[src/design/dmc_pkg.sv]
// ----------------------------------------------------------------------------
// dmc_pkg
// Shared types and constants of the direct-mapped cache tag lookup.
// ----------------------------------------------------------------------------
package dmc_pkg;

  localparam int unsigned ADDR_W        = 32;
  localparam int unsigned TAG_W         = 32;
  localparam int unsigned IDX_W         = 10;
  localparam int unsigned CFG_IDX_W     = 4;
  localparam int unsigned CFG_DATA_W    = 4;
  localparam int unsigned CNT_W         = 32;

  localparam int unsigned MAX_LINES_DEF  = 1024;
  localparam int unsigned ADDR_WIDTH_DEF = 32;

  localparam logic [CFG_DATA_W-1:0] OFFSET_RESET = 4'd4;
  localparam logic [CFG_DATA_W-1:0] INDEX_RESET  = 4'd6;
  localparam logic [CFG_DATA_W-1:0] OFFSET_MAX   = 4'd12;
  localparam logic [CFG_DATA_W-1:0] INDEX_MAX    = 4'd10;

  localparam logic [CFG_IDX_W-1:0] CFG_OFFSET_BITS = 4'd0;
  localparam logic [CFG_IDX_W-1:0] CFG_INDEX_BITS  = 4'd1;

  // reciprocal division of the index field by the line count
  localparam int unsigned QUO_SHIFT = 2 * IDX_W;
  localparam int unsigned RECIP_W   = QUO_SHIFT + 1;
  localparam int unsigned LINES_K_W = 17;

  localparam int unsigned QUEUE_DEPTH = 4;
  localparam int unsigned QPTR_W      = $clog2(QUEUE_DEPTH);
  localparam int unsigned QCNT_W      = $clog2(QUEUE_DEPTH + 1);

  typedef struct packed {
    logic [IDX_W-1:0] idx;
    logic [TAG_W-1:0] tag;
  } dmc_req_t;

  typedef struct packed {
    logic             valid;
    logic [TAG_W-1:0] tag;
  } dmc_line_t;

  typedef struct packed {
    logic full;
    logic empty;
  } dmc_qstat_t;

  typedef enum logic [1:0] {
    BK_CLEAR,
    BK_LOOKUP,
    BK_COMPARE
  } dmc_bk_state_t;

  function automatic logic [CNT_W-1:0] sat_inc(input logic [CNT_W-1:0] v);
    return (v == {CNT_W{1'b1}}) ? v : v + CNT_W'(1);
  endfunction

endpackage

[src/design/dmc_queue.sv]
// ----------------------------------------------------------------------------
// dmc_queue
// Small register queue between the address split and the tag lookup.
// ----------------------------------------------------------------------------
module dmc_queue import dmc_pkg::*; #(
  parameter int unsigned WIDTH = 1
) (
  input  logic             clk,
  input  logic             rst_n,
  input  logic             push,
  input  logic [WIDTH-1:0] push_data,
  input  logic             pop,
  output logic [WIDTH-1:0] head_data,
  output dmc_qstat_t       qstat
);

  logic [WIDTH-1:0]  slot_r [QUEUE_DEPTH];
  logic [QPTR_W-1:0] wr_ptr_r, rd_ptr_r;
  logic [QCNT_W-1:0] count_r;

  always_ff @(posedge clk) begin
    if (!rst_n) begin
      wr_ptr_r <= '0;
      rd_ptr_r <= '0;
      count_r  <= '0;
    end else begin
      if (push) wr_ptr_r <= wr_ptr_r + QPTR_W'(1);
      if (pop)  rd_ptr_r <= rd_ptr_r + QPTR_W'(1);
      case ({push, pop})
        2'b10:   count_r <= count_r + QCNT_W'(1);
        2'b01:   count_r <= count_r - QCNT_W'(1);
        default: count_r <= count_r;
      endcase
    end
  end

  always_ff @(posedge clk) begin
    if (push) slot_r[wr_ptr_r] <= push_data;
  end

  assign head_data   = slot_r[rd_ptr_r];
  assign qstat.full  = (count_r == QCNT_W'(QUEUE_DEPTH));
  assign qstat.empty = (count_r == '0);

endmodule

[config.mk]
export PLATFORM = sky130hd
export DESIGN_NAME = dmc_queue
export DESIGN_NICKNAME = d
export VERILOG_FILES = /design/src/design/dmc_pkg.sv /design/src/design/dmc_queue.sv
export SDC_FILE = /design/constraint.sdc
export NUM_CORES = 1
export LEC_CHECK = 0
export BUFFER_PORTS_ARGS = -buffer_cell sky130_fd_sc_hd__buf_4
export CAP_MARGIN = 10
export CELL_PAD_IN_SITES_DETAIL_PLACEMENT = 1
export CELL_PAD_IN_SITES_GLOBAL_PLACEMENT = 1
export CORE_UTILIZATION = 45
export DETAILED_ROUTE_END_ITERATION = 8
export GPL_ROUTABILITY_DRIVEN = 0
export GPL_TIMING_DRIVEN = 0
export HOLD_SLACK_MARGIN = 0.08
export PLACE_DENSITY = 0.84
export SETUP_SLACK_MARGIN = 0.1
export SYNTH_ARGS = -nofsm -noshare
export SYNTH_HDL_FRONTEND = slang
export SYNTH_SLANG_ARGS = --single-unit
[constraint.sdc]
create_clock -name clk -period 4.7 [get_ports clk]
set_input_delay 0.47 -clock clk [delete_from_list [all_inputs] [get_ports clk]]
set_output_delay 0.47 -clock clk [all_outputs]
set_load 0.1 [all_outputs]
==> results of run 1 <==
==> power groups by stage <==
stage	Sequential [W]	Combinational (W)	Clock, W
after floorplan	0.000134	0.0000624	0
after global placement	0.000135	0.0000769	0
after detailed placement	0.000136	0.0000800	0
after CTS	0.000134	0.0000802	0.0000712
after global routing	0.000135	0.0000855	0.0000766
final	0.000134	0.0000793	0.0000688
==> cells in the mapped netlist, drive strengths merged <==
cell type	instances
nor2b	1
and3	1
nor3	1
mux2i	1
xnor2	2
ha	5
nand2	2
edfxtp	4
or3	1
mux4	1
fa	1
and2	10
xor2	3
a21boi	1
o21ai	2
inv	6
dfxtp	9
==> through the flow <==
step	worst slack (ns)	std cells	util	total power [W]
floorplan	1.85	51	-	0.000196
global placement	2.75	72	0.566	0.000212
detailed placement	2.74	72	0.566	0.000216
CTS	2.84	76	0.589	0.000285
global route	2.81	76	0.589	0.000297
finish	2.85	76	0.589	0.000282
==> cell type report <==
cell class / count / area [um^2] / area share
clock buffer: 4 / 26.3 / 0.0381
inverter: 6 / 22.5 / 0.0327
multi-input combinational: 32 / 270 / 0.392
sequential: 13 / 300 / 0.436
tap: 14 / 17.5 / 0.0254
timing repair buffer: 7 / 52.6 / 0.0762
==> worst max path at each step <==
stage / startpoint / end / slack (ns) / cells past startpoint
floorplan: count_r[0]$_SDFFE_PN0P_ / qstat[0] / 1.85 / 1
global placement: push / count_r[2]$_SDFFE_PN0P_ / 2.75 / 8
detailed placement: push / count_r[2]$_SDFFE_PN0P_ / 2.74 / 8
CTS: slot_r[3]$_DFFE_PP_ / head_data / 2.84 / 2
global route: slot_r[3]$_DFFE_PP_ / head_data / 2.81 / 2
finish: slot_r[3]$_DFFE_PP_ / head_data / 2.85 / 2
==> cells by family after synthesis <==
group / synth area share
multiplexers: 0.0549
AO/OA/AOI/OAI: 0.0295
flip-flops: 0.506
XOR/XNOR: 0.0739
buffers and inverters: 0.0380
AND/OR/NAND/NOR: 0.158
adder cells (fa/ha/maj): 0.139
==> metal layers <==
| layer | GRT usage | vias up | share of wire |
|---|---|---|---|
| met5 | 0 | - | 0 |
| met3 | 0.0349 | 0 | 0.015 |
| li1 | - | 186 | - |
| met4 | 0.0804 | 0 | 0 |
| met2 | 0.352 | 4 | 0.58 |
| met1 | 0.168 | 186 | 0.40 |
==> impl_metrics.toml, run 1 <==
[synth]
syn_nets = 62
ys_warn_count = 0
synth_area_leaders = "dfxtp_1, edfxtp_1, and2_1"
netlist_area_um2 = 593
syn_area_per_cell_um2 = 11.6
ys_ff_latch = 13
synth_cell_type_count = 17
synth_top_area_frac = 0.304
synth_top_cell_by_area = "dfxtp_1"
syn-instance-count = 51
ys_seq_area_frac = 0.506

[final_layout]
final_common_cell = "and2_1"
diodes = 0
drive_gt1_frac = 0.177
final_cell_mix = "and2_1, dfxtp_1, buf_4, inv_1, ha_1"
fillerInstances = 138
final_area_um2 = 689
areaGrowthSynthToFinish_pct = 16.2
nets = 74

[clocking]
clk_pin_slew_ns = 0.08
root_buffer = "clkbuf_4"
numClockSinks = 13
htree_num_levels = 1
cts_buffers = 3
clock_latency_ns = 0.27
post_cts_buffers = 0
hold_buffers = 0
cts_buffer_depth = 2
cts_resized = 0
cts_tree = "built"

[sta]
slew_headroom = 0.810
maxSlewViolCount = 0
fmax_mhz = 542
tightest_slew_ns = 0.287
hold_slack_ns = 0.395
fin_tns_setup_ns = 0
post-route-period-util = 0.393
layout_min_cycle_time_ns = 1.85
skew_ns = 0.00300
rsz0062_at_grt = "false"
finalSetupViolCount = 0
hold_viol_final = 0

[drt]
routed-via-count = 376
drcViolationCount = 0
routedWlPerCell_um = 12.9
wl_um = 981
vias_per_cell = 4.95
dr.pass1.iters = 3
drt_iter0_markers = 2
ant_nets = 0

[pwr]
p_leak_nw = 0.294
seqPwrFrac = 0.474
swShare = 0.346
internal_power_w = 0.000184
pwr-share-clk = 0.244
combPwrFrac = 0.281
switchingPower_w = 0.0000975
irDropWorstVdd_mv = 0.196
power_density_nw_per_um2 = 409

[global_routing]
grt_pass1_vias = 435
grt_first_pass_wirelength_um = 1690
antenna_found_initial = 0
grt_max_degree = 9
grtUsageTotal = 0.177
overflow = 0

[worst_setup_path]
crit_required_ns = 4.23
r2r_end = "count_r[2]$_SDFFE_PN0P_"
timing.rr.start = "count_r[0]$_SDFFE_PN0P_"
cp_cell_sequence = "mux4_2, buf_4"
start_kind = "flop"
cp_max_fo = 1
worstSetupPathType = "reg -> out"
cp_top_family = "multiplexers"
rrSetupSlack_ns = 3.15
cp_data_arrival_time_ns = 1.38
r2r_cells = 5
path_buf_inv = 1
critPathMaxStageDelay_ns = 0.48
cp_slowest_cell = "mux4_2"
setup.worst_path.end_class = "output port"

[floorplan]
initial_core_util = 0.506
die_y_um = 38.3
io_pins = 8
fp-row-count = 12
fp.dieW_um = 38.3
coreArea_um2 = 1170
die_area_um2 = 1470

[run]
cap_violations = 0

[hold_path]
hp-start = "push_data"
hold_path.class = "in -> reg"
hold_path_depth = 1
whs_endpoint = "slot_r[0]$_DFFE_PP_"

[placement]
portBuffers = 7
hpwl_um = 768
place_area_um2 = 663

[status]
outcome = "complete, no violations"
Power figures use the tool's default switching activity.
==> run 2: changes to the inputs <==
--- a/config.mk
+++ b/config.mk
@@ -9,12 +9,12 @@
 export CAP_MARGIN = 10
 export CELL_PAD_IN_SITES_DETAIL_PLACEMENT = 1
 export CELL_PAD_IN_SITES_GLOBAL_PLACEMENT = 1
-export CORE_UTILIZATION = 45
+export CORE_UTILIZATION = 37
 export DETAILED_ROUTE_END_ITERATION = 8
 export GPL_ROUTABILITY_DRIVEN = 0
 export GPL_TIMING_DRIVEN = 0
 export HOLD_SLACK_MARGIN = 0.08
-export PLACE_DENSITY = 0.84
+export PLACE_DENSITY = 0.75
 export SETUP_SLACK_MARGIN = 0.1
 export SYNTH_ARGS = -nofsm -noshare
 export SYNTH_HDL_FRONTEND = slang
==> constraint.sdc (replaced) <==
create_clock -name clk -period 1.5 [get_ports clk]
set_input_delay 0.15 -clock clk [delete_from_list [all_inputs] [get_ports clk]]
set_output_delay 0.15 -clock clk [all_outputs]
set_load 0.1 [all_outputs]
==> run 2 against run 1 <==
Non-clock buffer count up 3. Largest power group unchanged. Setup slack worse by 2.8 ns. Final cell count up 6.6%. Sequential share of layout area down 3.0 points. Register-to-register slack worse by 3.0 ns. Largest cell class unchanged. Core utilization down 9.0 points.
==> impl_metrics.toml, run 2 (synthesis gave the netlist of run 1 again) <==
[floorplan]
coreArea_um2 = 1510
fp-row-count = 14
die_area_um2 = 1770
io_pins = 8
initial_core_util = 0.394
die_y_um = 42.0
fp.dieW_um = 42.0

[drt]
drt_iter0_markers = 3
ant_nets = 0
vias_per_cell = 4.68
wl_um = 948
drcViolationCount = 0
routedWlPerCell_um = 11.7
routed-via-count = 379
dr.pass1.iters = 5

[clocking]
numClockSinks = 13
clk_pin_slew_ns = 0.07
htree_num_levels = 1
cts_buffers = 3
clock_latency_ns = 0.27
cts_buffer_depth = 2
root_buffer = "clkbuf_4"
cts_tree = "built"

[sta]
post-route-period-util = 0.975
finalSetupViolCount = 0
setup_ws_ns = 0.0380
fmax_mhz = 684
skew_ns = 0.000343
hold_viol_final = 0
layout_min_cycle_time_ns = 1.46
maxSlewViolCount = 0
slew_headroom = 0.816
rsz0062_at_grt = "true"
tightest_slew_ns = 0.278

[pwr]
seqPwrFrac = 0.450
power_w = 0.000932
internal_power_w = 0.000621
switchingPower_w = 0.000311
swShare = 0.333
irDropWorstVdd_mv = 0.569
combPwrFrac = 0.328
p_leak_nw = 0.319
pwr-share-clk = 0.223
power_density_nw_per_um2 = 1240

[run]
cap_violations = 0

[global_routing]
antenna_found_initial = 0
grt_first_pass_wirelength_um = 1720
grt_max_degree = 9
grt_pass1_vias = 402
overflow = 0
grtUsageTotal = 0.141

[worst_setup_path]
setup.worst_path.end_class = "output port"
cp_data_arrival_time_ns = 1.31
crit_required_ns = 1.35
start_kind = "flop"
cp_max_fo = 1
worstSetupPathType = "reg -> out"

[final_layout]
nets = 77
fillerInstances = 163
final_cell_mix = "and2_1, dfxtp_1, buf_4, ha_1"
areaGrowthSynthToFinish_pct = 26.8
final_common_cell = "and2_1"
diodes = 0
drive_gt1_frac = 0.292

[placement]
portBuffers = 7
hpwl_um = 752
place_ws_ns = -0.0908

[status]
outcome = "complete, no violations"

[hold_path]
hold_path.class = "in -> reg"
## run 2: worst paths after layout
| path | startpoint | endpoint | slack [ns] | cells past startpoint |
|---|---|---|---|---|
| min reg2reg | count_r[2]$_SDFFE_PN0P_ | count_r[2]$_SDFFE_PN0P_ | 0.54 | 2 |
| min | rst_n | rd_ptr_r[0]$_SDFFE_PN0P_ | 0.14 | 2 |
| max reg2reg | count_r[1]$_SDFFE_PN0P_ | count_r[2]$_SDFFE_PN0P_ | 0.12 | 5 |
| max | flop | head_data | 0.04 | 2 |
## run 2: what timing repair did
action / CTS / global route
pin swaps: 1 / 3
hold endpoints to repair: 4 / 0
hold buffers: 1 / 0
setup buffers: 2 / 1
endpoints found under the setup margin: 2 / 3
resized for setup: 1 / 4
## run 2: area by class of cell
class,count,area [um^2],area share
sequential,13,305,0.406
inverter,6,22.5,0.0300
clock buffer,4,26.3,0.0349
multi-input combinational,32,284,0.378
tap,16,20.0,0.0266
timing repair buffer,10,93.8,0.125
## run 2: metal layers
| layer | GRT usage | up-vias | share of wire |
|---|---|---|---|
| li1 | - | 194 | - |
| met1 | 0.142 | 178 | 0.41 |
| met2 | 0.241 | 5 | 0.53 |
| met3 | 0.0776 | 2 | 0.041 |
| met4 | 0.0563 | 0 | 0.014 |
| met5 | 0 | - | 0 |
## run 2: worst max-delay path: stages, from the launching register on
cell	delay, ns
dfxtp_1	0.34
mux4_2	0.50
buf_6	0.20
## run 2: power by group through the flow
stage | logic (W) | registers, W | clock network [W]
after CTS | 0.000285 | 0.000419 | 0.000220
after global routing | 0.000331 | 0.000423 | 0.000238
after detailed placement | 0.000259 | 0.000435 | 0
after global placement | 0.000250 | 0.000433 | 0
final | 0.000306 | 0.000419 | 0.000207
after floorplan | 0.000203 | 0.000428 | 0
## run 2: stage by stage
stage | setup TNS (ns) | hold WS, ns | util | cells | area, um^2
finish | 0 | 0.141 | 0.499 | 81 | 752
global route | -0.0199 | 0.136 | 0.499 | 81 | 752
CTS | 0 | 0.134 | 0.491 | 81 | 739
detailed placement | -0.0908 | 0.363 | 0.454 | 74 | 684
global placement | -0.0770 | 0.354 | 0.454 | 74 | 684
floorplan | 0 | 0.249 | - | 51 | 612
==> run 3: changes to the inputs <==
--- a/config.mk
+++ b/config.mk
@@ -5,16 +5,18 @@
 export SDC_FILE = /design/constraint.sdc
 export NUM_CORES = 1
 export LEC_CHECK = 0
+export ABC_AREA = 1
 export BUFFER_PORTS_ARGS = -buffer_cell sky130_fd_sc_hd__buf_4
 export CAP_MARGIN = 10
 export CELL_PAD_IN_SITES_DETAIL_PLACEMENT = 1
 export CELL_PAD_IN_SITES_GLOBAL_PLACEMENT = 1
-export CORE_UTILIZATION = 37
+export CORE_UTILIZATION = 36
 export DETAILED_ROUTE_END_ITERATION = 8
 export GPL_ROUTABILITY_DRIVEN = 0
 export GPL_TIMING_DRIVEN = 0
 export HOLD_SLACK_MARGIN = 0.08
-export PLACE_DENSITY = 0.75
+export MAX_ROUTING_LAYER = met4
+export PLACE_DENSITY = 0.76
 export SETUP_SLACK_MARGIN = 0.1
 export SYNTH_ARGS = -nofsm -noshare
 export SYNTH_HDL_FRONTEND = slang
==> run 3 against run 2 <==
Global-route usage is 0.51 points lower. Core utilization is 0.49 points higher. Largest cell class unchanged. Clock power is 5% higher. Critical path depth is 3 higher. Routed wire length is 10% higher. Hold slack worse by 0.047 ns. Sequential share of layout area is 0.70 points lower. Total power is 5.9% lower.
==> impl_metrics.toml, run 3 <==
[drt]
ant_nets = 0
vias_per_cell = 4.85
routedWlPerCell_um = 10.8
dr.pass1.iters = 4
wl_um = 1050
drt_iter0_markers = 2
routed-via-count = 470
drcViolationCount = 0

[placement]
place_area_um2 = 697
hpwl_um = 781
portBuffers = 7
place_ws_ns = 0.00661

[run]
cap_violations = 0

[floorplan]
die_y_um = 42.8
fp.dieW_um = 42.8
fp-row-count = 14
die_area_um2 = 1830
io_pins = 8
initial_core_util = 0.392
coreArea_um2 = 1520

[worst_setup_path]
path_buf_inv = 1
cp_max_fo = 1
worstSetupPathType = "reg -> out"
crit_required_ns = 1.35
cp_top_family = "flip-flops"
cp_cell_sequence = "nor2_1, nor2_1, o21ai_1, o21ai_2, buf_12"
critPathMaxStageDelay_ns = 0.37
cp_common_cell = "nor2_1"
cp_data_arrival_time_ns = 1.16
setup.worst_path.end_class = "output port"
cp_slowest_cell = "edfxtp_1"
start_kind = "flop"

[synth]
synth_top_area_frac = 0.301
synth_cell_type_count = 16
syn_nets = 79
netlist_area_um2 = 598
synth_top_family_by_area = "adder cells"
synth_xor_area_frac = 0
synth_area_leaders = "dfxtp_1, edfxtp_1, ha_1"
ys.flop_type = "dfxtp_1"
ys_warn_count = 0
synth_top_cell_by_area = "dfxtp_1"
syn_area_per_cell_um2 = 8.80
netlist_top_cells_count = "inv_1, dfxtp_1, nand2_1, a21oi_1"
synth_compound_area_frac = 0.134
synth_most_common_cell = "inv_1"
ys_ff_latch = 13
async_reset_ff_frac = 0
ys_seq_area_frac = 0.502
muxShareOfSynthArea = 0
yosys.area_share.simple = 0.126
synth_edf_count = 4
syn-instance-count = 68
synth_adder_area_share = 0.138

[final_layout]
areaGrowthSynthToFinish_pct = 28.5
multi_input_area_um2 = 267
fillerInstances = 177
final_cell_mix = "inv_1, nand2_1, a21oi_1, o21ai_1, dfxtp_1"
ff_latch_area_um2 = 307
nets = 93
drive_gt1_frac = 0.259
diodes = 0
final_area_um2 = 768
final_common_cell = "inv_1"

[clocking]
cts_buffer_depth = 2
clk_pin_slew_ns = 0.08
cts_tree = "built"
cts_buffers = 3
clock_latency_ns = 0.28
root_buffer = "clkbuf_4"
numClockSinks = 13
htree_num_levels = 1

[global_routing]
grtUsageTotal = 0.136
grt_pass1_vias = 450
grt_first_pass_wirelength_um = 1800
grt_max_degree = 8
overflow = 0
antenna_found_initial = 0

[hold_path]
hold_path.class = "in -> reg"

[sta]
post-route-period-util = 0.872
hold_viol_final = 0
skew_ns = 0.00257
fin_tns_setup_ns = 0
setup_ws_ns = 0.192
rsz0062_at_grt = "true"
slew_headroom = 0.817
layout_min_cycle_time_ns = 1.31
finalSetupViolCount = 0
fmax_mhz = 765
maxSlewViolCount = 0
tightest_slew_ns = 0.277

[pwr]
power_density_nw_per_um2 = 1140
irDropWorstVdd_mv = 0.511
p_leak_nw = 0.357

[status]
outcome = "complete, no violations"
-- run 3: changes by cell type in the layout (fill, tap and decap cells not counted), moves of 2 or more --
cell,before,now
a21oi_1,0,7
and2_1,10,0
buf_4,7,5
inv_1,4,14
nand2_1,2,8
nor2_1,0,3
o21ai_1,0,6
xnor2_1,2,0
xor2_1,3,0
-- run 3: routing by layer --
layer  share of wire  vias to the layer above  GRT usage
li1                -                      243          -
met1            0.46                      219      0.161
met2            0.49                        6      0.215
met3           0.035                        2     0.0511
met4           0.011                        0     0.0375
met5               0                        -          -
-- run 3: final timing paths --
check / startpoint / cells after the start / to / slack (ns)
worst max-delay path: slot_r[1]$_DFFE_PP_ / 5 / head_data / 0.19
worst min-delay path: pop / 2 / flop / 0.09
worst max register to register: count_r[0]$_SDFFE_PN0P_ / 8 / count_r[2]$_SDFFE_PN0P_ / 0.19
worst min register to register: rd_ptr_r[1]$_SDFFE_PN0P_ / 2 / flop / 0.47
-- run 3: metrics by stage --
step / util / hold WS [ns] / cells / power [W]
floorplan: - / 0.242 / 68 / 0.000594
finish: 0.504 / 0.0934 / 97 / 0.000877
global placement: 0.457 / 0.353 / 91 / 0.000639
detailed placement: 0.457 / 0.357 / 91 / 0.000647
CTS: 0.487 / 0.0803 / 96 / 0.000877
global route: 0.504 / 0.0897 / 97 / 0.000927
-- run 3: what timing repair did --
action                                  CTS  global route
buffers inserted                          0             0
hold endpoints to repair                  4             1
hold buffers                              1             1
endpoints found under the setup margin    2             3
gates resized for setup                   4             6
-- run 3: power by group --
| group | switching, W | internal, W | leakage, nW |
|---|---|---|---|
| combinational | 0.000163 | 0.0000793 | 0.229 |
| clock | 0.000115 | 0.000103 | 0.0150 |
| sequential | 0.0000262 | 0.000391 | 0.113 |
| total | 0.000304 | 0.000573 | 0.357 |
-- run 3: area by class of cell --
type                            instances  area share
Inverter                               16      0.0782
Clock buffer                            4      0.0342
Multi-Input combinational cell         39       0.347
Timing Repair Buffer                    9       0.116
Tap cell                               16      0.0261
Sequential cell                        13       0.399
-- run 3: cell families (layout without fill, tap and decap cells) --
family          count (synthesis)  after routing
fa+ha+maj                       6              6
buf+inv                        16             29
flops                          13             13
compound gates                 16             16
simple gates                   17             17
