$ cat src/design/dmc_pkg.sv
// ----------------------------------------------------------------------------
// dmc_pkg
// Shared types and constants of the direct-mapped cache tag lookup.
// ----------------------------------------------------------------------------
package dmc_pkg;

  localparam int unsigned ADDR_W        = 32;
  localparam int unsigned TAG_W         = 32;
  localparam int unsigned IDX_W         = 10;
  localparam int unsigned CFG_IDX_W     = 4;
  localparam int unsigned CFG_DATA_W    = 4;
  localparam int unsigned CNT_W         = 32;

  localparam int unsigned MAX_LINES_DEF  = 1024;
  localparam int unsigned ADDR_WIDTH_DEF = 32;

  localparam logic [CFG_DATA_W-1:0] OFFSET_RESET = 4'd4;
  localparam logic [CFG_DATA_W-1:0] INDEX_RESET  = 4'd6;
  localparam logic [CFG_DATA_W-1:0] OFFSET_MAX   = 4'd12;
  localparam logic [CFG_DATA_W-1:0] INDEX_MAX    = 4'd10;

  localparam logic [CFG_IDX_W-1:0] CFG_OFFSET_BITS = 4'd0;
  localparam logic [CFG_IDX_W-1:0] CFG_INDEX_BITS  = 4'd1;

  // reciprocal division of the index field by the line count
  localparam int unsigned QUO_SHIFT = 2 * IDX_W;
  localparam int unsigned RECIP_W   = QUO_SHIFT + 1;
  localparam int unsigned LINES_K_W = 17;

  localparam int unsigned QUEUE_DEPTH = 4;
  localparam int unsigned QPTR_W      = $clog2(QUEUE_DEPTH);
  localparam int unsigned QCNT_W      = $clog2(QUEUE_DEPTH + 1);

  typedef struct packed {
    logic [IDX_W-1:0] idx;
    logic [TAG_W-1:0] tag;
  } dmc_req_t;

  typedef struct packed {
    logic             valid;
    logic [TAG_W-1:0] tag;
  } dmc_line_t;

  typedef struct packed {
    logic full;
    logic empty;
  } dmc_qstat_t;

  typedef enum logic [1:0] {
    BK_CLEAR,
    BK_LOOKUP,
    BK_COMPARE
  } dmc_bk_state_t;

  function automatic logic [CNT_W-1:0] sat_inc(input logic [CNT_W-1:0] v);
    return (v == {CNT_W{1'b1}}) ? v : v + CNT_W'(1);
  endfunction

endpackage

$ cat src/design/dmc_if.sv
// ----------------------------------------------------------------------------
// dmc_if
// Valid/ready channels of the cache tag lookup: access, result, config.
// ----------------------------------------------------------------------------
interface dmc_in_if;
  logic        valid;
  logic        ready;
  logic [31:0] address;

  modport source (output valid, output address, input ready);
  modport sink   (input valid, input address, output ready);
endinterface


interface dmc_cfg_if;
  logic       valid;
  logic       ready;
  logic [3:0] index;
  logic [3:0] data;

  modport source (output valid, output index, output data, input ready);
  modport sink   (input valid, input index, input data, output ready);
endinterface

$ cat src/design/dmc_front.sv
// ----------------------------------------------------------------------------
// dmc_front
// Config registers and address split: offset, index and tag fields, then the
// line number as index modulo the line count. Two-stage pipeline into queue.
// ----------------------------------------------------------------------------
module dmc_front import dmc_pkg::*; #(
  parameter int unsigned MAX_LINES  = MAX_LINES_DEF,
  parameter int unsigned ADDR_WIDTH = ADDR_WIDTH_DEF,
  localparam int unsigned LINE_W    = (MAX_LINES > 1) ? $clog2(MAX_LINES) : 1
) (
  input  logic              clk,
  input  logic              rst_n,
  dmc_in_if.sink            in_if,
  dmc_cfg_if.sink           cfg_if,
  input  logic              clearing,
  input  dmc_qstat_t        qstat,
  output logic              push,
  output dmc_req_t          push_req,
  output logic [LINE_W-1:0] push_line
);

  localparam int unsigned AW_EFF = (ADDR_WIDTH < ADDR_W) ? ADDR_WIDTH : ADDR_W;
  localparam logic [ADDR_W-1:0] ADDR_MASK =
    (AW_EFF >= ADDR_W) ? {ADDR_W{1'b1}} : ADDR_W'((64'd1 << AW_EFF) - 64'd1);
  localparam int unsigned RECIP =
    (MAX_LINES > (1 << IDX_W)) ? 0 : ((1 << QUO_SHIFT) + MAX_LINES - 1) / MAX_LINES;
  localparam logic [RECIP_W-1:0]   RECIP_K = RECIP_W'(RECIP);
  localparam logic [LINES_K_W-1:0] LINES_K = LINES_K_W'(MAX_LINES);

  logic [CFG_DATA_W-1:0] offset_r;
  logic [CFG_DATA_W-1:0] index_r;

  logic                 v1_r, v2_r;
  logic [IDX_W-1:0]     idx1_r, idx2_r;
  logic [TAG_W-1:0]     tag1_r, tag2_r;
  logic [IDX_W-1:0]     quo2_r;

  logic                  en;
  logic                  accept;
  logic [CFG_DATA_W-1:0] ob, ib;
  logic [ADDR_W-1:0]     addr_m, shifted;
  logic [IDX_W-1:0]      idx_nxt;
  logic [TAG_W-1:0]      tag_nxt;
  logic [IDX_W+RECIP_W-1:0]   prod_q;
  logic [IDX_W+LINES_K_W-1:0] prod_m;
  logic [IDX_W-1:0]           rem;

  assign cfg_if.ready = 1'b1;

  always_ff @(posedge clk) begin
    if (!rst_n) begin
      offset_r <= OFFSET_RESET;
      index_r  <= INDEX_RESET;
    end else if (cfg_if.valid) begin
      case (cfg_if.index)
        CFG_OFFSET_BITS: offset_r <= cfg_if.data;
        CFG_INDEX_BITS:  index_r  <= cfg_if.data;
        default: ;
      endcase
    end
  end

  assign en           = !v2_r || !qstat.full;
  assign in_if.ready  = en && !clearing;
  assign accept       = in_if.valid && in_if.ready;

  // field split
  always_comb begin
    ob      = (offset_r > OFFSET_MAX) ? OFFSET_MAX : offset_r;
    ib      = (index_r > INDEX_MAX) ? INDEX_MAX : index_r;
    addr_m  = in_if.address & ADDR_MASK;
    shifted = addr_m >> ob;
    idx_nxt = shifted[IDX_W-1:0] & ~({IDX_W{1'b1}} << ib);
    tag_nxt = shifted >> ib;
  end

  assign prod_q = idx1_r * RECIP_K;

  always_ff @(posedge clk) begin
    if (!rst_n) begin
      v1_r <= 1'b0;
      v2_r <= 1'b0;
    end else if (en) begin
      v1_r <= accept;
      v2_r <= v1_r;
    end
  end

  always_ff @(posedge clk) begin
    if (en) begin
      idx1_r <= idx_nxt;
      tag1_r <= tag_nxt;
      idx2_r <= idx1_r;
      tag2_r <= tag1_r;
      quo2_r <= prod_q[QUO_SHIFT +: IDX_W];
    end
  end

  // remainder from the registered quotient
  assign prod_m = quo2_r * LINES_K;
  assign rem    = idx2_r - prod_m[IDX_W-1:0];

  assign push          = v2_r && !qstat.full;
  assign push_req.idx  = idx2_r;
  assign push_req.tag  = tag2_r;
  assign push_line     = LINE_W'(rem);

endmodule

$ cat src/flat_wrapper.sv
// flat-port wrapper written by rule: the top's interface ports become plain ports
module dmc_front_flat import dmc_pkg::*;
#(
  parameter int unsigned MAX_LINES  = MAX_LINES_DEF,
  parameter int unsigned ADDR_WIDTH = ADDR_WIDTH_DEF,
  localparam int unsigned LINE_W    = (MAX_LINES > 1) ? $clog2(MAX_LINES) : 1
)
  (clk, rst_n, clearing, qstat, push, push_req, push_line, in_if_valid, in_if_address, in_if_ready, cfg_if_valid, cfg_if_index, cfg_if_data, cfg_if_ready);
  dmc_in_if in_if_i ();
  dmc_cfg_if cfg_if_i ();
  input  logic clk;
  input  logic rst_n;
  input  logic clearing;
  input  dmc_qstat_t qstat;
  output logic push;
  output dmc_req_t push_req;
  output logic [LINE_W-1:0] push_line;
  input wire logic [$bits(in_if_i.valid)-1:0] in_if_valid;
  input wire logic [$bits(in_if_i.address)-1:0] in_if_address;
  output wire logic [$bits(in_if_i.ready)-1:0] in_if_ready;
  input wire logic [$bits(cfg_if_i.valid)-1:0] cfg_if_valid;
  input wire logic [$bits(cfg_if_i.index)-1:0] cfg_if_index;
  input wire logic [$bits(cfg_if_i.data)-1:0] cfg_if_data;
  output wire logic [$bits(cfg_if_i.ready)-1:0] cfg_if_ready;
  assign in_if_i.valid = in_if_valid;
  assign in_if_i.address = in_if_address;
  assign in_if_ready = in_if_i.ready;
  assign cfg_if_i.valid = cfg_if_valid;
  assign cfg_if_i.index = cfg_if_index;
  assign cfg_if_i.data = cfg_if_data;
  assign cfg_if_ready = cfg_if_i.ready;
  dmc_front #(.MAX_LINES(MAX_LINES), .ADDR_WIDTH(ADDR_WIDTH)) u_core (.clk(clk), .rst_n(rst_n), .in_if(in_if_i), .cfg_if(cfg_if_i), .clearing(clearing), .qstat(qstat), .push(push), .push_req(push_req), .push_line(push_line));
endmodule
$ cat config.mk
export PLATFORM = sky130hd
export DESIGN_NAME = dmc_front_flat
export DESIGN_NICKNAME = d
export VERILOG_FILES = /design/src/design/dmc_pkg.sv /design/src/design/dmc_if.sv /design/src/design/dmc_front.sv /design/src/flat_wrapper.sv
export SDC_FILE = /design/constraint.sdc
export NUM_CORES = 1
export LEC_CHECK = 0
export ABC_AREA = 1
export BUFFER_PORTS_ARGS = -buffer_cell sky130_fd_sc_hd__buf_4
export CAP_MARGIN = 20
export CELL_PAD_IN_SITES_DETAIL_PLACEMENT = 0
export CELL_PAD_IN_SITES_GLOBAL_PLACEMENT = 2
export CORE_ASPECT_RATIO = 1.2
export CORE_MARGIN = 4
export CORE_UTILIZATION = 37
export CTS_BUF_LIST = sky130_fd_sc_hd__clkbuf_2
export CTS_CLUSTER_DIAMETER = 40
export DETAILED_ROUTE_END_ITERATION = 8
export PLACE_DENSITY_LB_ADDON = 0.08
export REMOVE_ABC_BUFFERS = 1
export SLEW_MARGIN = 20
export SYNTH_ARGS = -nofsm -noshare
export SYNTH_HDL_FRONTEND = slang
export SYNTH_SLANG_ARGS = --single-unit
$ cat constraint.sdc
create_clock -name clk -period 5.8 [get_ports clk]
set_clock_uncertainty 0.1 [all_clocks]
set_input_delay 1.16 -clock clk [delete_from_list [all_inputs] [get_ports clk]]
set_output_delay 1.16 -clock clk [all_outputs]
set_load 0.05 [all_outputs]
==> flow_metrics.py, run 1 <==
metrics = {
    "min_path": {
        "hold_class": "register to register",
        "hp-start": "u_core.tag1_r[0]",
        "hold_end": "u_core.tag2_r[0]",
        "holdPathStages": 0,
    },
    "global_route": {
        "grt_use_total_pct": 19.3,
        "grt_first_pass_wirelength_microns": 27700,
        "overflow": 0,
        "first_global_vias": 5278,
        "grt_antenna_before_repair": 1,
        "grt_max_degree": 85,
    },
    "worst_setup_path": {
        "worst_path_dominant_cell_family": "buffers and inverters",
        "worstSetupStartpoint": "u_core.index_r[3]",
        "path_max_fanout": 33,
        "rr_endpoint": "u_core.tag1_r[20]",
        "endpoint_kind": "register",
        "critPathSlowestCell": "inv_2",
        "path_cells": "buf_4 > inv_1 > nor2_2 > nor2_1 > buf_4 > inv_2 > nand2_1 > o21ai_1 > nand2_1 > nand3_1 > nand3_1",
        "cp.arrival_ps": 3360,
        "worst_r2r_path_depth": 11,
        "worst_path_largest_cell_delay_ps": 470,
        "cp-start-kind": "register",
        "path_buf_inv": 4,
        "r2r-start": "u_core.index_r[3]",
        "worst-setup-path-type": "register to register",
        "worstPathRequired_ps": 6060,
        "reg2reg_slack_ps": 2700,
    },
    "floorplan": {
        "io-pin-count": 102,
        "die_x_microns": 123,
        "start_util_pct": 37.7,
        "die_y_microns": 146,
        "core_area_sq_um": 15600,
        "core.rowCount": 50,
        "dieArea_sq_um": 18000,
    },
    "logic_synthesis": {
        "yosysUniqueCellTypes": 30,
        "synth.area.top_cells": "edfxtp_1 43%, nand3_1 33%, nand2_1 6.4%",
        "synth-seq-area-share_pct": 46.2,
        "synthCells": 744,
        "yosysTopAreaCell": "edfxtp_1",
        "synth_top_area_share_pct": 42.8,
        "avgSynthCellArea_sq_um": 7.93,
        "netlist_area_sq_um": 5900,
        "synth_warnings": 0,
        "yosys_register_bits": 94,
    },
    "route": {
        "route.detailed.drc": 0,
        "avgViaCountPerCell": 5.57,
        "wl_per_cell_microns": 16.6,
        "drtAntennaViolNets": 0,
        "drt_iter0_markers": 372,
        "wirelength_microns": 16800,
        "dr.pass1.iters": 7,
        "vias": 5649,
    },
    "sta": {
        "fmax_mhz": 322,
        "finalHoldViolCount": 0,
        "final.setup.worst_slack_ps": 2700,
        "rsz0062_at_grt": "no",
        "post-route-period-util_pct": 53.5,
        "period_needed_ps": 3100,
        "fin_setup_tns_ps": 0,
        "setup_viol": 0,
        "worstMarginPinSlew_ps": 1000,
        "drv_slew": 0,
        "relSlewSlack_pct": 33.1,
    },
    "placed_design": {
        "dp_hpwl_microns": 12500,
        "portBuffers": 99,
        "dpl.cell_count": 998,
        "post-place-ws_ps": 2530,
        "gp_congestion": 0.868,
    },
    "power_and_ir_drop": {
        "max-vdd-ir-drop_uv": 88.0,
        "power_density_nw_per_um2": 248,
        "p_total_uw": 1670,
        "leakagePower_uw": 0.00291,
    },
    "clock_tree": {
        "cts_setup_buffers": 0,
        "numCtsBuffers": 9,
        "cts_tree": "built",
        "insertion_delay_ps": 580,
        "clk_pin_slew_ps": 250,
        "htree_levels": 3,
        "root_buffer": "clkbuf_2",
        "cts.sinks": 94,
        "clock_path_buffers": 2,
        "postCtsHoldBufs": 0,
        "cts_repair_resize_count": 0,
    },
    "run": {
        "maxCapViolCount": 0,
    },
    "final_layout": {
        "fin_cells": 1015,
        "post_route_cells_drive_above_1_share_pct": 17.1,
        "syn_to_final_growth_pct": 14.6,
        "final_nets": 848,
    },
    "status": {
        "status": "completed",
    },
}
[flip-flops by register name, indices dropped and copies added, names as in the netlist]
| register | cells |
|---|---|
| u_core.tag1_r | 32 |
| u_core.tag2_r | 32 |
| u_core.idx1_r | 10 |
| u_core.idx2_r | 10 |
| u_core.index_r | 4 |
| u_core.offset_r | 4 |
| u_core.v1_r | 1 |
| u_core.v2_r | 1 |
[synth_stat cells]
library cell / number
nand4_1: 8
nor2_2: 5
o21ai_0: 8
nand2_4: 2
dfxtp_1: 10
nor4_1: 3
inv_2: 2
buf_6: 4
a21oi_1: 10
nand2_1: 100
o21a_1: 1
buf_2: 21
buf_4: 19
nor3_1: 1
clkbuf_1: 13
or2_1: 1
nand2_8: 1
and3_1: 1
buf_1: 5
conb_1: 1
inv_4: 1
o21ai_1: 5
nor2_1: 28
nand3_1: 385
inv_1: 20
edfxtp_1: 84
nand2_2: 1
and2_1: 1
a211oi_1: 2
clkinv_1: 1
[logic make-up (layout without fill, tap and decap cells)]
logic type / count (synthesis) / after routing / share of synthesized area (%)
simple gates: 537 / 537 / 43.8
other cells: 1 / 2 / 0.0636
buf+inv: 86 / 148 / 7.68
compound gates: 26 / 26 / 2.33
flops: 94 / 94 / 46.2
[routing by layer]
metal  track usage (%)  up-vias  routed length (microns)
li1                  -     2800                        -
met1              28.9     2654                     8140
met2              28.8      186                     7490
met3              3.60        9                      969
met4              4.60        0                      210
met5                 0        -                        0
[power breakdown]
part           internal [uW]  leakage, uW  total, uW  switching [uW]
Combinational            137      0.00182        460             324
Sequential               825      0.00101        848            22.9
Clock                    143    0.0000803        366             223
Total                   1110      0.00291       1670             569
[cell usage in the layout (no fill, tap or decap), types with 8 or more instances in the layout]
cell	instances
a21oi_1	10
clkbuf_2	9
buf_4	108
nand2_1	99
nand4_1	8
o21ai_0	8
edfxtp_1	84
nand3_1	385
nor2_1	28
dfxtp_1	8
inv_1	20
[worst max path at each step]
stage	end	depth (start not counted)
after floorplan	in_if_ready	3
after global placement	u_core.tag1_r[0]	10
after detailed placement	u_core.tag1_r[0]	10
after CTS	u_core.tag1_r[0]	10
after global routing	u_core.tag1_r[20]	11
final	u_core.tag1_r[20]	11
[metrics by stage]
step           hold WS [ps]  utilization [%]  cell area [sq um]
3_5_place_dp            305             42.3               6620
5_1_grt                 333             43.2               6760
3_3_place_gp            301             42.3               6620
4_1_cts                 339             43.2               6750
2_1_floorplan           300                -               5540
6_report                349             43.2               6760
[cell type report]
cell class | instances | area [sq um]
inverter | 24 | 92.6
clock inverter | 7 | 93.8
sequential | 94 | 2730
clock buffer | 9 | 45.0
antenna | 1 | 2.50
timing repair buffer | 108 | 811
fill | 1648 | 8880
tap | 208 | 260
multi-input combinational | 564 | 2730
Power figures use the tool's default switching activity.
==> run 2, diff against run 1 <==
--- a/config.mk
+++ b/config.mk
@@ -5,14 +5,14 @@
 export SDC_FILE = /design/constraint.sdc
 export NUM_CORES = 1
 export LEC_CHECK = 0
-export ABC_AREA = 1
+export ABC_AREA = 0
 export BUFFER_PORTS_ARGS = -buffer_cell sky130_fd_sc_hd__buf_4
 export CAP_MARGIN = 20
 export CELL_PAD_IN_SITES_DETAIL_PLACEMENT = 0
 export CELL_PAD_IN_SITES_GLOBAL_PLACEMENT = 2
 export CORE_ASPECT_RATIO = 1.2
 export CORE_MARGIN = 4
-export CORE_UTILIZATION = 37
+export CORE_UTILIZATION = 33
 export CTS_BUF_LIST = sky130_fd_sc_hd__clkbuf_2
 export CTS_CLUSTER_DIAMETER = 40
 export DETAILED_ROUTE_END_ITERATION = 8
==> constraint.sdc (replaced) <==
create_clock -name clk -period 2.62 [get_ports clk]
set_clock_uncertainty 0.1 [all_clocks]
set_input_delay 0.524 -clock clk [delete_from_list [all_inputs] [get_ports clk]]
set_output_delay 0.524 -clock clk [all_outputs]
set_load 0.05 [all_outputs]
==> run 2 against run 1 <==
Against the previous run:
- the flow now finishes with violations (setup timing)
- via count rose by 9.7%
- die area rose by 22%
- total power rose by 120%
- fmax rose by 9.2%
- area after synthesis rose by 9.7%
- final area rose by 41%
- critical endpoint is now u_core.tag1_r[11]
==> flow_metrics.py, run 2 <==
metrics = {
    "final_layout": {
        "final_common_cell": "buf_4",
        "syn_to_final_growth_pct": 47.7,
        "top_regs": "u_core.tag1_r x32, u_core.tag2_r x32",
        "final_cell_mix": "260 x buf_4, 84 x edfxtp_1, 66 x nor2_1, 48 x nand2_1, 33 x a21oi_1",
        "fillers": 1808,
        "final_nets": 948,
        "post_route_cells_drive_above_1_share_pct": 48.6,
        "final_area_sq_um": 9560,
    },
    "clock_tree": {
        "postCtsHoldBufs": 0,
        "insertion_delay_ps": 520,
        "numCtsBuffers": 9,
        "root_buffer": "clkbuf_2",
        "cts_tree": "built",
        "clock_path_buffers": 2,
        "clk_pin_slew_ps": 240,
        "htree_levels": 3,
        "cts.sinks": 94,
    },
    "global_route": {
        "grt_use_total_pct": 18.3,
        "grt_max_degree": 51,
        "overflow": 0,
        "grt_first_pass_wirelength_microns": 32500,
        "grt_antenna_before_repair": 1,
        "first_global_vias": 6127,
    },
    "logic_synthesis": {
        "synth_top_area_share_pct": 39.0,
        "async_reset_ff_share_pct": 0,
        "synth_warnings": 0,
        "synthCells": 669,
        "yosysUniqueCellTypes": 61,
        "yosys_register_bits": 94,
        "synth_ff_type": "edfxtp_1",
        "post-synth-top-count-cell": "edfxtp_1",
        "synth-seq-area-share_pct": 42.1,
        "yosysTopAreaCell": "edfxtp_1",
        "avgSynthCellArea_sq_um": 9.67,
        "synth.area.top_cells": "edfxtp_1 39%, mux2i_1 5.9%, mux4_2 4.5%",
        "synthTopCellsByCount": "84 x edfxtp_1, 77 x nor2_1, 53 x o21ai_0",
        "synth_edf_count": 84,
        "netlist_area_sq_um": 6470,
    },
    "placed_design": {
        "place_area_sq_um": 8500,
        "dp_hpwl_microns": 15300,
        "gp_congestion": 0.841,
        "portBuffers": 99,
    },
    "route": {
        "dr.pass1.iters": 4,
        "drt_iter0_markers": 342,
        "vias": 6196,
        "wl_per_cell_microns": 17.8,
        "route.detailed.drc": 0,
        "drtAntennaViolNets": 0,
        "avgViaCountPerCell": 5.33,
        "wirelength_microns": 20700,
    },
    "sta": {
        "final.setup.worst_slack_ps": -221,
        "worstMarginPinSlew_ps": 634,
        "post-route-period-util_pct": 108,
        "finalHoldViolCount": 0,
        "fin_hold_ws_ps": 117,
        "setup_viol": 23,
        "rsz0062_at_grt": "yes",
        "relSlewSlack_pct": 57.5,
        "period_needed_ps": 2840,
        "fmax_mhz": 352,
        "drv_slew": 0,
    },
    "worst_setup_path": {
        "worst-setup-path-type": "register to register",
        "reg2reg_slack_ps": -220,
        "r2r-start": "u_core.offset_r[0]",
        "cp-start-kind": "register",
        "rr_endpoint": "u_core.tag1_r[11]",
        "critPathCapture": "u_core.tag1_r[11]",
        "worstPathRequired_ps": 2870,
        "path_max_fanout": 8,
        "worstSetupStartpoint": "u_core.offset_r[0]",
        "cp.arrival_ps": 3100,
        "worst_r2r_path_depth": 9,
        "endpoint_kind": "register",
    },
    "floorplan": {
        "die_x_microns": 136,
        "io-pin-count": 102,
        "die_y_microns": 161,
        "start_util_pct": 33.9,
        "core_area_sq_um": 19100,
        "core.rowCount": 55,
        "dieArea_sq_um": 21900,
    },
    "status": {
        "status": "finished with violations",
        "violations": "setup timing",
    },
    "run": {
        "maxCapViolCount": 0,
    },
    "min_path": {
        "hold_class": "input port to register",
        "holdPathStages": 3,
        "hp-start": "cfg_if_data[1]",
    },
    "power_and_ir_drop": {
        "power_density_nw_per_um2": 386,
        "leakagePower_uw": 0.00376,
        "max-vdd-ir-drop_uv": 249,
    },
}
-- run 2: cell types whose count changed after synthesis, moves of 24 or more --
cell and change:
nand3_1 -371, nor2b_1 +25, o211ai_1 +24, nor2_1 +49
a21oi_1 +40, o21ai_0 +45, mux2i_1 +38, nand2_1 -50
-- run 2: area by class of cell --
| class | instances | area [sq um] | share of cell area (%) |
|---|---|---|---|
| multi-input combinational | 501 | 3930 | 41.1 |
| antenna | 1 | 2.50 | 0.0262 |
| inverter | 7 | 30.0 | 0.314 |
| clock buffer | 10 | 50.0 | 0.524 |
| timing repair buffer | 288 | 2420 | 25.4 |
| clock inverter | 6 | 61.3 | 0.642 |
| tap | 256 | 320 | 3.35 |
| sequential | 94 | 2740 | 28.6 |
-- run 2: repair_timing --
action	4_1_cts	5_1_grt
cloned	4	1
setup endpoints to repair	28	30
resized for setup	88	86
buffers inserted	14	15
pin swaps	14	19
-- run 2: per-stage QoR --
step	std cells	setup slack, ps	total power (uW)	utilization, %	TNS, ps
global route	1163	-313	3870	50.1	-5840
global placement	1115	-348	2910	44.6	-4930
CTS	1149	-250	3670	48.1	-3860
finish	1163	-221	3690	50.1	-2730
floorplan	602	-1180	2460	-	-47870
detailed placement	1115	-406	2920	44.6	-5180
-- run 2: how the worst min path moves through the flow --
stage                        endpoint  slack [ps]
floorplan            u_core.idx2_r[0]         300
global placement    u_core.tag2_r[31]         300
detailed placement   u_core.tag2_r[0]         310
CTS                 u_core.index_r[1]          50
global route        u_core.index_r[1]          40
finish              u_core.index_r[1]         120
-- run 2: report_power, final --
part	total [uW]	switching, uW	internal, uW
clock	680	454	226
combinational	1200	695	501
sequential	1810	38.2	1770
-- run 2: routing by layer --
layer | vias to the layer above | share of wire [%] | global-route usage, %
met5 | - | 0 | 0
met4 | 0 | 2.2 | 5.13
met3 | 27 | 2.8 | 1.43
met2 | 133 | 51 | 32.0
met1 | 2996 | 44 | 24.4
li1 | 3040 | - | -
-- run 2: cells by family (layout without fill, tap and decap cells) --
| family | Yosys count | after routing | share of synthesized area (%) |
|---|---|---|---|
| AND/OR/NAND/NOR | 204 | 204 | 14.5 |
| buffers and inverters | 74 | 311 | 6.03 |
| flip-flops | 94 | 94 | 42.1 |
| multiplexers | 65 | 65 | 12.8 |
| other | 1 | 2 | 0.0579 |
| AO/OA/AOI/OAI | 231 | 231 | 24.5 |
-- run 2: worst max-delay path: stages, from the launching register on --
cell and delay [ps]:
dfxtp_4 460, buf_12 160, nor2b_4 130, o21a_1 170
o21bai_4 190, buf_6 120, o32a_1 170, mux4_2 540
mux4_2 490, mux2i_1 150
